File: config.mk
export PLATFORM = sky130hd
export DESIGN_NAME = tracked_x86_register_file_unit
export DESIGN_NICKNAME = d
export VERILOG_FILES = /design/src/hw/rtl/trx86rf_pkg.sv /design/src/hw/rtl/tracked_x86_register_file_unit.sv
export SDC_FILE = /design/constraint.sdc
export NUM_CORES = 2
export LEC_CHECK = 0
export ABC_CLOCK_PERIOD_IN_PS = 9100
export BUFFER_PORTS_ARGS = -buffer_cell sky130_fd_sc_hd__buf_2
export CORE_MARGIN = 2
export CORE_UTILIZATION = 40
export CTS_BUF_LIST = sky130_fd_sc_hd__clkbuf_4 sky130_fd_sc_hd__clkbuf_8
export CTS_CLUSTER_DIAMETER = 120
export DETAILED_ROUTE_END_ITERATION = 8
export RECOVER_POWER = 100
export SETUP_SLACK_MARGIN = 0.05
export SLEW_MARGIN = 25
export SYNTH_ARGS = -nofsm -noshare
export SYNTH_HDL_FRONTEND = slang
export SYNTH_SLANG_ARGS = --single-unit
File: constraint.sdc
create_clock -name clk -period 9.1 [get_ports clk]
set_input_delay 1.82 -clock clk [delete_from_list [all_inputs] [get_ports clk]]
set_output_delay 1.82 -clock clk [all_outputs]
set_load 0.1 [all_outputs]
File: src/hw/rtl/trx86rf_pkg.sv
package trx86rf_pkg;

  // Operation codes carried on the kind field of an input beat.
  typedef enum logic [3:0] {
    KIND_RDBYTE    = 4'd0,
    KIND_RDWORD    = 4'd1,
    KIND_RDSEG     = 4'd2,
    KIND_WRBYTE    = 4'd3,
    KIND_WRWORD    = 4'd4,
    KIND_WRWORDREL = 4'd5,
    KIND_WRSEG     = 4'd6,
    KIND_WRSEGREL  = 4'd7,
    KIND_UNDEFWORD = 4'd8,
    KIND_UNDEFSEG  = 4'd9,
    KIND_UNDEFALL  = 4'd10,
    KIND_MERGEWORD = 4'd11,
    KIND_MERGESEG  = 4'd12,
    KIND_CHECKWORD = 4'd13,
    KIND_CHECKSEG  = 4'd14
  } kind_t;

  localparam int unsigned NUM_BYTE_HALVES = 8;
  localparam int unsigned NUM_PTR_WORDS   = 4;
  localparam int unsigned NUM_SEG_WORDS   = 4;
  localparam int unsigned NUM_TAG_SLOTS   = 16;
  localparam int unsigned NUM_REL_BITS    = 12;

  typedef logic [7:0]  byte_t;
  typedef logic [15:0] word_t;

endpackage

File: src/hw/rtl/tracked_x86_register_file_unit.sv
// A start beat is captured in the input register, and its result is then loaded into the result register.
// Throughput: one beat per cycle; busy is held low, so start may be high in every cycle.
// Each beat reads the register state as left by every beat taken before it.
// The receiver cannot stall: out_valid is high for exactly one cycle per result.
// Reset (rst_n low, synchronous) clears all values, source tags and relative bits.
// The beat in flight during reset is dropped and no result is produced for it.
module tracked_x86_register_file_unit #(
  parameter int unsigned TAG_BITS = 16
) (
  input  logic                     clk,
  input  logic                     rst_n,
  input  logic                     start,
  output logic                     busy,
  input  logic [3:0]               in_kind,
  input  logic [2:0]               in_index,
  input  trx86rf_pkg::word_t       in_value,
  input  logic [15:0]              in_tag,
  input  logic                     in_other_low_defined,
  input  logic                     in_other_high_defined,
  input  logic                     in_other_relative,
  output logic                     out_valid,
  output trx86rf_pkg::word_t       out_data_out,
  output logic                     out_is_defined,
  output logic                     out_is_relative,
  output logic [15:0]              out_source_tag,
  output logic                     out_would_change
);
  import trx86rf_pkg::*;

  typedef logic [TAG_BITS-1:0] tag_t;

  // The block has no multi-cycle work, so it never refuses a beat.
  assign busy = 1'b0;

  // ---------------------------------------------------------------------------
  // Input register. The beat is captured here and processed in the next cycle
  // against the architectural state, which is updated on the same edge that
  // loads the result register. A following beat therefore sees the update.
  // ---------------------------------------------------------------------------
  logic        in_valid_r;
  logic [3:0]  kind_r;
  logic [2:0]  index_r;
  word_t       value_r;
  logic [15:0] tag_r;
  logic        olo_r;
  logic        ohi_r;
  logic        orel_r;

  always_ff @(posedge clk) begin
    if (!rst_n) begin
      in_valid_r <= 1'b0;
    end else begin
      in_valid_r <= start;
    end
  end

  always_ff @(posedge clk) begin
    if (start) begin
      kind_r  <= in_kind;
      index_r <= in_index;
      value_r <= in_value;
      tag_r   <= in_tag;
      olo_r   <= in_other_low_defined;
      ohi_r   <= in_other_high_defined;
      orel_r  <= in_other_relative;
    end
  end

  // ---------------------------------------------------------------------------
  // Architectural state. Byte halves are stored in slot order AL AH CL CH DL
  // DH BL BH. Tag slots 0 to 7 belong to the byte halves, 8 to 11 to SP..DI
  // and 12 to 15 to the segment registers. Relative bit i belongs to word
  // register i and bit 8+s to segment register s. A zero tag means undefined.
  // ---------------------------------------------------------------------------
  byte_t                byte_r  [NUM_BYTE_HALVES];
  word_t                ptr_r   [NUM_PTR_WORDS];
  word_t                seg_r   [NUM_SEG_WORDS];
  tag_t                 stag_r  [NUM_TAG_SLOTS];
  logic [NUM_REL_BITS-1:0] rel_r;

  byte_t                byte_nxt [NUM_BYTE_HALVES];
  word_t                ptr_nxt  [NUM_PTR_WORDS];
  word_t                seg_nxt  [NUM_SEG_WORDS];
  tag_t                 stag_nxt [NUM_TAG_SLOTS];
  logic [NUM_REL_BITS-1:0] rel_nxt;

  // Result register.
  logic        out_valid_r;
  word_t       data_r,   data_nxt;
  logic        def_r,    def_nxt;
  logic        relo_r,   relo_nxt;
  logic [15:0] otag_r,   otag_nxt;
  logic        chg_r,    chg_nxt;

  // The incoming tag is cut or zero-extended to the stored tag width, and a
  // stored tag is shown on the 16-bit result port by its low bits.
  logic [TAG_BITS+15:0] tag_ext;
  tag_t                 wr_tag;
  tag_t                 rd_tag;
  logic [TAG_BITS+15:0] rd_tag_ext;

  assign tag_ext    = {{TAG_BITS{1'b0}}, tag_r};
  assign wr_tag     = tag_ext[TAG_BITS-1:0];
  assign rd_tag_ext = {16'b0, rd_tag};

  // Addressing derived from the index field.
  logic [3:0] byte_slot;   // byte half for byte operations
  logic [3:0] lo_slot;     // low half of a split word
  logic [3:0] hi_slot;     // high half of a split word
  logic [3:0] ptr_slot;    // tag slot of SP..DI
  logic [3:0] seg_slot;    // tag slot of a segment register
  logic [3:0] word_rbit;   // relative bit of a word register
  logic [1:0] sidx;
  logic       split;

  assign sidx      = index_r[1:0];
  assign split     = ~index_r[2];
  assign byte_slot = {1'b0, index_r[1:0], index_r[2]};
  assign lo_slot   = {1'b0, index_r[1:0], 1'b0};
  assign hi_slot   = {1'b0, index_r[1:0], 1'b1};
  assign ptr_slot  = {2'b10, index_r[1:0]};
  assign seg_slot  = {2'b11, sidx};
  assign word_rbit = {1'b0, index_r};

  always_comb begin
    logic  dlo;
    logic  dhi;
    logic  ch;
    logic  word_rel;
    logic  seg_rel;
    kind_t kind;

    byte_nxt = byte_r;
    ptr_nxt  = ptr_r;
    seg_nxt  = seg_r;
    stag_nxt = stag_r;
    rel_nxt  = rel_r;
    data_nxt = '0;
    def_nxt  = 1'b0;
    relo_nxt = 1'b0;
    rd_tag   = '0;
    chg_nxt  = 1'b0;
    dlo      = 1'b0;
    dhi      = 1'b0;
    ch       = 1'b0;
    word_rel = rel_r[word_rbit];
    seg_rel  = rel_r[{2'b10, sidx}];
    kind     = kind_t'(kind_r);

    if (in_valid_r) begin
      unique case (kind)
        KIND_RDBYTE: begin
          data_nxt = {8'h00, byte_r[byte_slot[2:0]]};
          rd_tag   = stag_r[byte_slot];
          def_nxt  = (rd_tag != '0);
        end
        KIND_RDWORD: begin
          if (split) begin
            data_nxt = {byte_r[hi_slot[2:0]], byte_r[lo_slot[2:0]]};
            def_nxt  = (stag_r[lo_slot] != '0) && (stag_r[hi_slot] != '0);
            rd_tag   = (stag_r[lo_slot] == stag_r[hi_slot]) ? stag_r[lo_slot] : '0;
          end else begin
            data_nxt = ptr_r[sidx];
            rd_tag   = stag_r[ptr_slot];
            def_nxt  = (rd_tag != '0);
          end
          relo_nxt = def_nxt && word_rel;
        end
        KIND_RDSEG: begin
          data_nxt = seg_r[sidx];
          rd_tag   = stag_r[seg_slot];
          def_nxt  = (rd_tag != '0);
          relo_nxt = def_nxt && seg_rel;
        end
        KIND_WRBYTE: begin
          byte_nxt[byte_slot[2:0]] = value_r[7:0];
          stag_nxt[byte_slot]      = wr_tag;
        end
        KIND_WRWORD, KIND_WRWORDREL: begin
          if (split) begin
            byte_nxt[lo_slot[2:0]] = value_r[7:0];
            byte_nxt[hi_slot[2:0]] = value_r[15:8];
            stag_nxt[lo_slot]      = wr_tag;
            stag_nxt[hi_slot]      = wr_tag;
          end else begin
            ptr_nxt[sidx]      = value_r;
            stag_nxt[ptr_slot] = wr_tag;
          end
          rel_nxt[word_rbit] = (kind == KIND_WRWORDREL);
        end
        KIND_WRSEG, KIND_WRSEGREL: begin
          seg_nxt[sidx]             = value_r;
          stag_nxt[seg_slot]        = wr_tag;
          rel_nxt[{2'b10, sidx}]    = (kind == KIND_WRSEGREL);
        end
        KIND_UNDEFWORD: begin
          if (split) begin
            stag_nxt[lo_slot] = '0;
            stag_nxt[hi_slot] = '0;
          end else begin
            stag_nxt[ptr_slot] = '0;
          end
        end
        KIND_UNDEFSEG: begin
          stag_nxt[seg_slot] = '0;
        end
        KIND_UNDEFALL: begin
          for (int i = 0; i < NUM_TAG_SLOTS; i++) begin
            stag_nxt[i] = '0;
          end
        end
        KIND_MERGEWORD, KIND_CHECKWORD: begin
          if (split) begin
            // Each half drops out if the other state disagrees on it; a
            // surviving pair then drops out together on a relative mismatch.
            dlo = (stag_r[lo_slot] != '0);
            dhi = (stag_r[hi_slot] != '0);
            if (dlo && (!olo_r || byte_r[lo_slot[2:0]] != value_r[7:0])) begin
              dlo = 1'b0;
              ch  = 1'b1;
            end
            if (dhi && (!ohi_r || byte_r[hi_slot[2:0]] != value_r[15:8])) begin
              dhi = 1'b0;
              ch  = 1'b1;
            end
            if (dlo && dhi && (word_rel != orel_r)) begin
              dlo = 1'b0;
              dhi = 1'b0;
              ch  = 1'b1;
            end
            if (kind == KIND_MERGEWORD) begin
              if (!dlo) stag_nxt[lo_slot] = '0;
              if (!dhi) stag_nxt[hi_slot] = '0;
            end
          end else begin
            ch = (stag_r[ptr_slot] != '0) &&
                 (!olo_r || ptr_r[sidx] != value_r || word_rel != orel_r);
            if (ch && kind == KIND_MERGEWORD) begin
              stag_nxt[ptr_slot] = '0;
            end
          end
          chg_nxt = ch;
        end
        KIND_MERGESEG, KIND_CHECKSEG: begin
          ch = (stag_r[seg_slot] != '0) &&
               (!olo_r || seg_r[sidx] != value_r || seg_rel != orel_r);
          if (ch && kind == KIND_MERGESEG) begin
            stag_nxt[seg_slot] = '0;
          end
          chg_nxt = ch;
        end
        default: begin
          // The unused code leaves the state alone and returns zeros.
        end
      endcase
    end
    otag_nxt = rd_tag_ext[15:0];
  end

  always_ff @(posedge clk) begin
    if (!rst_n) begin
      for (int i = 0; i < NUM_BYTE_HALVES; i++) begin
        byte_r[i] <= '0;
      end
      for (int i = 0; i < NUM_PTR_WORDS; i++) begin
        ptr_r[i] <= '0;
      end
      for (int i = 0; i < NUM_SEG_WORDS; i++) begin
        seg_r[i] <= '0;
      end
      for (int i = 0; i < NUM_TAG_SLOTS; i++) begin
        stag_r[i] <= '0;
      end
      rel_r       <= '0;
      out_valid_r <= 1'b0;
    end else begin
      byte_r      <= byte_nxt;
      ptr_r       <= ptr_nxt;
      seg_r       <= seg_nxt;
      stag_r      <= stag_nxt;
      rel_r       <= rel_nxt;
      out_valid_r <= in_valid_r;
    end
  end

  always_ff @(posedge clk) begin
    if (in_valid_r) begin
      data_r <= data_nxt;
      def_r  <= def_nxt;
      relo_r <= relo_nxt;
      otag_r <= otag_nxt;
      chg_r  <= chg_nxt;
    end
  end

  assign out_valid        = out_valid_r;
  assign out_data_out     = data_r;
  assign out_is_defined   = def_r;
  assign out_is_relative  = relo_r;
  assign out_source_tag   = otag_r;
  assign out_would_change = chg_r;

endmodule
---- Yosys cells after proc, flatten, opt, wreduce, memory -nomap -nowiden ----
Cells that the tools add are included.
storage, ports and cells
  flip-flop bits (word level) ............. 539
  output and inout port bits .............. 37
  word-level logic and storage cells ...... 275
cells by class
  bitwise gates (word level) .............. 18
  multiplexer cells ....................... 115
  equality and inequality tests ........... 25
  reduce and logical (&&, ||, !) cells .... 48
  magnitude comparators ................... 22
operators by type and width
  kind                                                        number
  two-way mux 256 bit                                         12
  one-hot mux 256 bit (8 select lines)                        1
  bitwise AND 256 bit                                         5
  bitwise mux 256 bit                                         5
  inverter 256 bit                                            4
  two-way mux 16 bit                                          23
  binary-select mux 16 bit (select 4 bit)                     5
  bitwise mux 64 bit                                          5
  demux 16 bit (select 4 bit)                                 5
  one-hot mux 64 bit (2 select lines)                         1
  one-hot mux 16 bit (3 select lines)                         2
  nonzero test 16 bit                                         5
  binary-select mux 8 bit (select 3 bit)                      3
  demux 8 bit (select 3 bit)                                  3
  two-way mux 8 bit                                           9
  binary-select mux 16 bit (select 2 bit)                     2
  two-way mux 64 bit                                          1
  demux 16 bit (select 2 bit)                                 1
  != test 16 bit                                              2
  equality test 4 bit, second input constant                  7
  two-way mux 1 bit                                           27
  >= comparator 5 bit, second input constant                  5
  less-than comparator 5 x 1 -> 1 bit, second input constant  5
  bitwise mux 12 bit                                          2
  37 further kinds                                            88

---- Depth between registers and ports, before layout ----
  depth after elaboration ................. 27
  mapped depth ............................ 16
  mapped depth without buffers ............ 8

---- Least setup slack after synthesis ----
OpenSTA, ideal clock, no wires.
  path kind ............................... flip-flop to flip-flop
  start ................................... register index_r[1]
  end ..................................... register def_r (netlist: out_is_defined) (data pin)
  clock period less this slack ............ 3.440 ns
  cell stages (with the launch flop) ...... 14
  slack ................................... 5.660 ns
  library setup time ...................... 0.271 ns
  arrival time ............................ 3.168 ns
  buffers on the path ..................... 8
  cells stage by stage .................... edfxtp_1 buf_2 buf_2 buf_2 buf_4 buf_4 buf_2 buf_1 buf_1 mux4_2 mux2i_1 nand4_1 nor4_1 o211ai_1
on the way
  word-level cells in the longest chain between the ends .. 10
  elaborated cells between the ends (all ways) .. 30
  classes of those cells .................. 19 x mux; 5 x bitwise; 6 x reduce/logical
RTL lines
  element                                                line                                   RTL
  start, declared                                        tracked_x86_register_file_unit.sv:42   logic [2:0] index_r;
  start signal, assigned                                 tracked_x86_register_file_unit.sv:60   index_r <= in_index;
  inverter 3 -> 5 bit (not written as such)              tracked_x86_register_file_unit.sv:160  def_nxt = (stag_r[lo_slot] != '0) && (stag_r[hi_slot] != '0);
  binary-select mux 16 bit (select 4 bit)                tracked_x86_register_file_unit.sv:160
  two-way mux 16 bit (not written as such) (2 in a row)  tracked_x86_register_file_unit.sv:160
  nonzero test 16 bit                                    tracked_x86_register_file_unit.sv:160
  logical AND 1 bit                                      tracked_x86_register_file_unit.sv:160
  two-way mux 1 bit                                      tracked_x86_register_file_unit.sv:158  if (split) begin
  two-way mux 1 bit                                      tracked_x86_register_file_unit.sv:151  unique case (kind)
  two-way mux 1 bit                                      tracked_x86_register_file_unit.sv:150  if (in_valid_r) begin
  one-hot mux 1 bit (3 select lines) *                   tracked_x86_register_file_unit.sv:151
  end signal, assigned                                   tracked_x86_register_file_unit.sv:289  def_r <= def_nxt;
  end, declared                                          tracked_x86_register_file_unit.sv:90   logic def_r, def_nxt;
Mark *: on every way between the ends. The rest lies on a longest branch, timed or not. The select of a mux whose other input is x is not followed.
A chain may end at the register's enable or synchronous reset.

---- Worst setup path in the final report ----
  start ................................... register index_r[0]
  end ..................................... register stag_r[14] (netlist name)
on the way
  word-level cells in the longest chain between the ends .. 27
  elaborated cells between the ends (all ways) .. 131
  classes of those cells .................. 10 x order compare; 8 x eq/ne; 72 x mux; 17 x bitwise; 24 x reduce/logical
RTL lines
  element                                                           line                                                                          RTL
  inverter 3 -> 4 bit, on equally long branches                     tracked_x86_register_file_unit.sv:218, tracked_x86_register_file_unit.sv:222
  binary-select mux 8 bit (select 3 bit), on equally long branches  tracked_x86_register_file_unit.sv:218, tracked_x86_register_file_unit.sv:222
  two-way mux 8 bit, on equally long branches (2 in a row)          tracked_x86_register_file_unit.sv:218, tracked_x86_register_file_unit.sv:222
  != test 8 bit, on equally long branches                           tracked_x86_register_file_unit.sv:218, tracked_x86_register_file_unit.sv:222
  logical OR 1 bit, on equally long branches                        tracked_x86_register_file_unit.sv:218, tracked_x86_register_file_unit.sv:222
  logical AND 1 bit, on equally long branches                       tracked_x86_register_file_unit.sv:218, tracked_x86_register_file_unit.sv:222
  two-way mux 1 bit, on equally long branches                       tracked_x86_register_file_unit.sv:218, tracked_x86_register_file_unit.sv:222
  two-way mux 1 bit                                                 tracked_x86_register_file_unit.sv:213                                         if (split) begin
  (+10 left out)                                                    n/a
  two-way mux 256 bit                                               tracked_x86_register_file_unit.sv:213
  two-way mux 256 bit                                               tracked_x86_register_file_unit.sv:151
  two-way mux 256 bit                                               tracked_x86_register_file_unit.sv:150
  bitwise AND 256 bit (no source line)                              n/a
  two-way mux 256 bit                                               tracked_x86_register_file_unit.sv:233                                         if (!dhi) stag_nxt[hi_slot] = '0;
  two-way mux 256 bit                                               tracked_x86_register_file_unit.sv:231                                         if (kind == KIND_MERGEWORD) begin
  two-way mux 256 bit                                               tracked_x86_register_file_unit.sv:213
  one-hot mux 256 bit (8 select lines)                              tracked_x86_register_file_unit.sv:151
  end signal, assigned                                              tracked_x86_register_file_unit.sv:280                                         stag_r <= stag_nxt;
  end, declared                                                     tracked_x86_register_file_unit.sv:78                                          tag_t stag_r [NUM_TAG_SLOTS];
Several ways; a longest one is shown, not always the timed one. The select of a mux whose other input is x is not followed.

==> metrics.md <==
| Metric | Value |
|---|---|
| Run status | finished, violations left |
| Failing checks | capacitance limit, slew limit |
| Die area | 0.0651 mm^2 |
| Crit end category | flip-flop |
| Routed Wire Length | 89.7 mm |
| Area added between synthesis and finish | 10.3% |
| Final min period | 6890 ps |
| Worst slew margin | -1.07 |
| Ys async rst share | 0 |
| PortBufs | 80 |
| Global route overflow | 0 |
| Data arrival time of the critical path | 7510 ps |
| Seq/Total Area, Yosys | 0.458 |
| Initial antenna violation count | 2 |
| Pwr dens | 193 mW/mm^2 |
| CTS clk-pin slew, worst paths | 60 ps |
| Yosys reg bits | 539 |
| First-pass DRT Iterations | 8 |
| Antenna Nets Post-Route | 0 |
| Final cycle utilization of the critical path | 0.757 |
| Peak supply drop | 0.0000890 V |
| Rows | 92 |
| Via count | 21.5k |
| Final-report hold violation count | 0 |
| Largest net degree at the start of global routing | 133 |
| Number of flops mapped to enable cells by yosys | 77 |
| CTS sink count | 539 |
| Fmax achieved | 145 MHz |
| Initial DRC count | 2563 |
| Hold path start | rel_r[5] |
| H-tree Lvls | 3 |
| Number of max-cap violations | 16 |
| Top Ports | 82 |
| CORE AREA | 0.0627 mm^2 |
| CTS buffer count | 89 |
| Final clock skew | 29.6 ps |
| Mapped Avg Cell Area | 10.1 um^2 |
| CP Class | flip-flop to flip-flop |
| Filler cells | 5850 |
| Initial Utilization | 0.402 |
| Cell count after synthesis | 2489 |
| Remaining routing DRC violations | 0 |
| Slowest Stage Delay on Critical Path | 1500 ps |
| Width of the chip | 255 um |
| Hold Crit Depth | 2 |
| Post-Syn Nets | 2534 |
| Wirelength per Cell | 26.5 um |
| CTS Buffer Depth | 3 |
| Ratio of cells with drive above 1 in the final layout | 0.152 |
| Die Height | 255 um |
| CTS tree | done |
| Critical Path Start | index_r[0] |
| Startpoint Class | flip-flop |
| First-pass GRT wire length | 132 mm |
| Final setup TNS | 0 ps |
| Post-synth top flop | dfxtp_1 |
| Worst path cell trace | clkbuf_1, buf_12, buf_16, inv_1, mux2i_1, nor2_1, or4_1, o41ai_4, a21oi_4, a21oi_1, a22o_1 |
| Number of global-route vias before repair | 20.2k |
| Crit-path max FO | 84 |
| Worst hold path type | flip-flop to flip-flop |
| CTS Root Cell | clkbuf_8 |
| Setup repair after global routing missed its margin | false |
| Hold Slack | 451 ps |
| Setup Viol. Count Final | 0 |
| Ys Warns | 0 |
| Post-synth design cell area | 0.0252 mm^2 |
| Leak Pwr | 9.46 nW |
| Reg-to-reg slack, setup | 2210 ps |
| Measured slew at the worst slew-check pin | 3110 ps |
| Gpl congestion | 1.00 |
| Worst-skew pair later-pin latency | 700 ps |
| GR Util All Layers | 0.270 |
| Vias per cell | 6.34 |
| Nets | 2511 |
| FF-to-FF Start | index_r[0] |
| CP required | 9730 ps |
| Hold Path Sink | rel_r[5] |
| Number of library cell types mapped by synthesis | 74 |
| Worst r2r path cells | 11 |
| Reg2reg end | stag_r[14] |
| Pins over their slew limit | 367 |
| Setup Fix Bufs, Post-CTS | 0 |
| Hold-fix buffers at CTS | 0 |
| Post-CTS sizing | 0 |
| Detailed placement HPWL | 59.1 mm |
| Slowest cell on crit path | a21oi_1 |
## how the worst max path moves through the flow
stage	endpoint	slack, ps	cells past startpoint
3_5_place_dp	stag_r[140]	3790	10
5_1_grt	stag_r[46]	1790	11
3_3_place_gp	byte_r[33]	3870	11
6_report	stag_r[14]	2210	11
2_1_floorplan	out_is_defined	5660	13
4_1_cts	stag_r[140]	3790	10
## registers in the layout (all words and copies together) (netlist names), 4 cells and up
signal / cells
ptr_r: 64
kind_r: 4
stag_r: 256
tag_r: 16
out_source_tag: 16
rel_r: 12
out_data_out: 16
value_r: 16
seg_r: 64
byte_r: 64
## stage by stage
stage,std cells,area (um^2),power (mW),worst slack [ps],util
3_5_place_dp,3220,26000,3.04,3790,0.415
5_1_grt,3385,27800,5.54,1790,0.444
2_1_floorplan,2489,25200,2.89,5660,-
4_1_cts,3383,28000,5.40,3790,0.447
6_report,3385,27800,5.38,2210,0.444
3_3_place_gp,3219,26000,3.04,3870,0.414
## cell families (layout without fill, tap and decap cells)
| logic type | count (synthesis) | after routing | share of synthesized area |
|---|---|---|---|
| AOI/OAI and AO/OA | 777 | 777 | 0.224 |
| and+or+nand+nor | 678 | 678 | 0.113 |
| DFF | 539 | 539 | 0.458 |
| buffers and inverters | 250 | 299 | 0.0452 |
| muxes | 179 | 179 | 0.137 |
| xor gates and xnor gates | 65 | 65 | 0.0226 |
| other | 1 | 2 | 0.000149 |
## power by group
| group | switching [mW] | internal [mW] | total (mW) |
|---|---|---|---|
| registers | 0.0653 | 2.45 | 2.51 |
| clock network | 1.01 | 1.37 | 2.38 |
| logic | 0.359 | 0.128 | 0.486 |
| total | 1.43 | 3.94 | 5.38 |
## worst max-delay path: cells and delay by family, from the launching register on
family / cells / cell delay (ps)
simple gates: 2 / 670
buf+inv: 4 / 2690
compound gates: 4 / 2590
flops: 1 / 310
mux: 1 / 360
## synth_stat cells, types with 5 or more instances
master | count | share of area
o221a_2 | 8 | 0.0036
o22ai_1 | 54 | 0.013
xnor2_1 | 48 | 0.017
nor2b_1 | 7 | 0.0017
a21oi_1 | 222 | 0.044
mux2i_1 | 38 | 0.015
o21ai_0 | 48 | 0.0095
o221ai_1 | 17 | 0.0059
clkbuf_1 | 139 | 0.021
nor4_1 | 19 | 0.0047
nand4_1 | 25 | 0.0062
a211o_1 | 7 | 0.0024
nand3_1 | 8 | 0.0016
a21oi_4 | 5 | 0.0032
xor2_1 | 17 | 0.0059
buf_4 | 13 | 0.0039
a211oi_1 | 31 | 0.0092
edfxtp_1 | 77 | 0.092
inv_1 | 13 | 0.0019
buf_6 | 9 | 0.0040
mux4_1 | 24 | 0.025
mux2_2 | 17 | 0.0076
a221oi_1 | 11 | 0.0038
mux4_2 | 100 | 0.089
buf_1 | 36 | 0.0054
o2bb2ai_1 | 68 | 0.024
buf_2 | 32 | 0.0063
a22oi_1 | 69 | 0.021
a31oi_1 | 9 | 0.0022
nand2_1 | 460 | 0.068
dfxtp_1 | 462 | 0.37
a22o_1 | 191 | 0.066
and2_1 | 22 | 0.0055
nor2_1 | 92 | 0.014
nor3_1 | 19 | 0.0038
## per-layer routing
| metal | vias up | global-route usage | wire, um |
|---|---|---|---|
| li1 | 9297 | - | - |
| met1 | 10800 | 0.399 | 39200 |
| met2 | 1158 | 0.385 | 38200 |
| met3 | 165 | 0.0528 | 9130 |
| met4 | 0 | 0.106 | 3050 |
| met5 | - | 0 | 0 |
## layout by cell type, fill, tap and decap left out, types with 48 or more instances in the layout
cell type  instances
o22ai_1           54
o21ai_0           48
a22oi_1           69
clkbuf_1          48
nand2_1          460
clkbuf_8         112
nor2_1            86
edfxtp_1          77
a22o_1           191
dfxtp_1          461
xnor2_1           48
a21oi_1          229
mux4_2           100
o2bb2ai_1         68
## layout make-up
type | count | area, um^2 | share of cell area
Antenna cell | 1 | 2.50 | 0.0000899
Clock buffer | 147 | 1800 | 0.0648
Clock inverter | 16 | 204 | 0.00733
Inverter | 17 | 70.1 | 0.00252
Multi-Input combinational cell | 1700 | 12500 | 0.448
Sequential cell | 539 | 11600 | 0.415
Tap cell | 846 | 1060 | 0.0380
Timing Repair Buffer | 119 | 654 | 0.0235
Note: power is estimated with default switching activity, not from simulation.
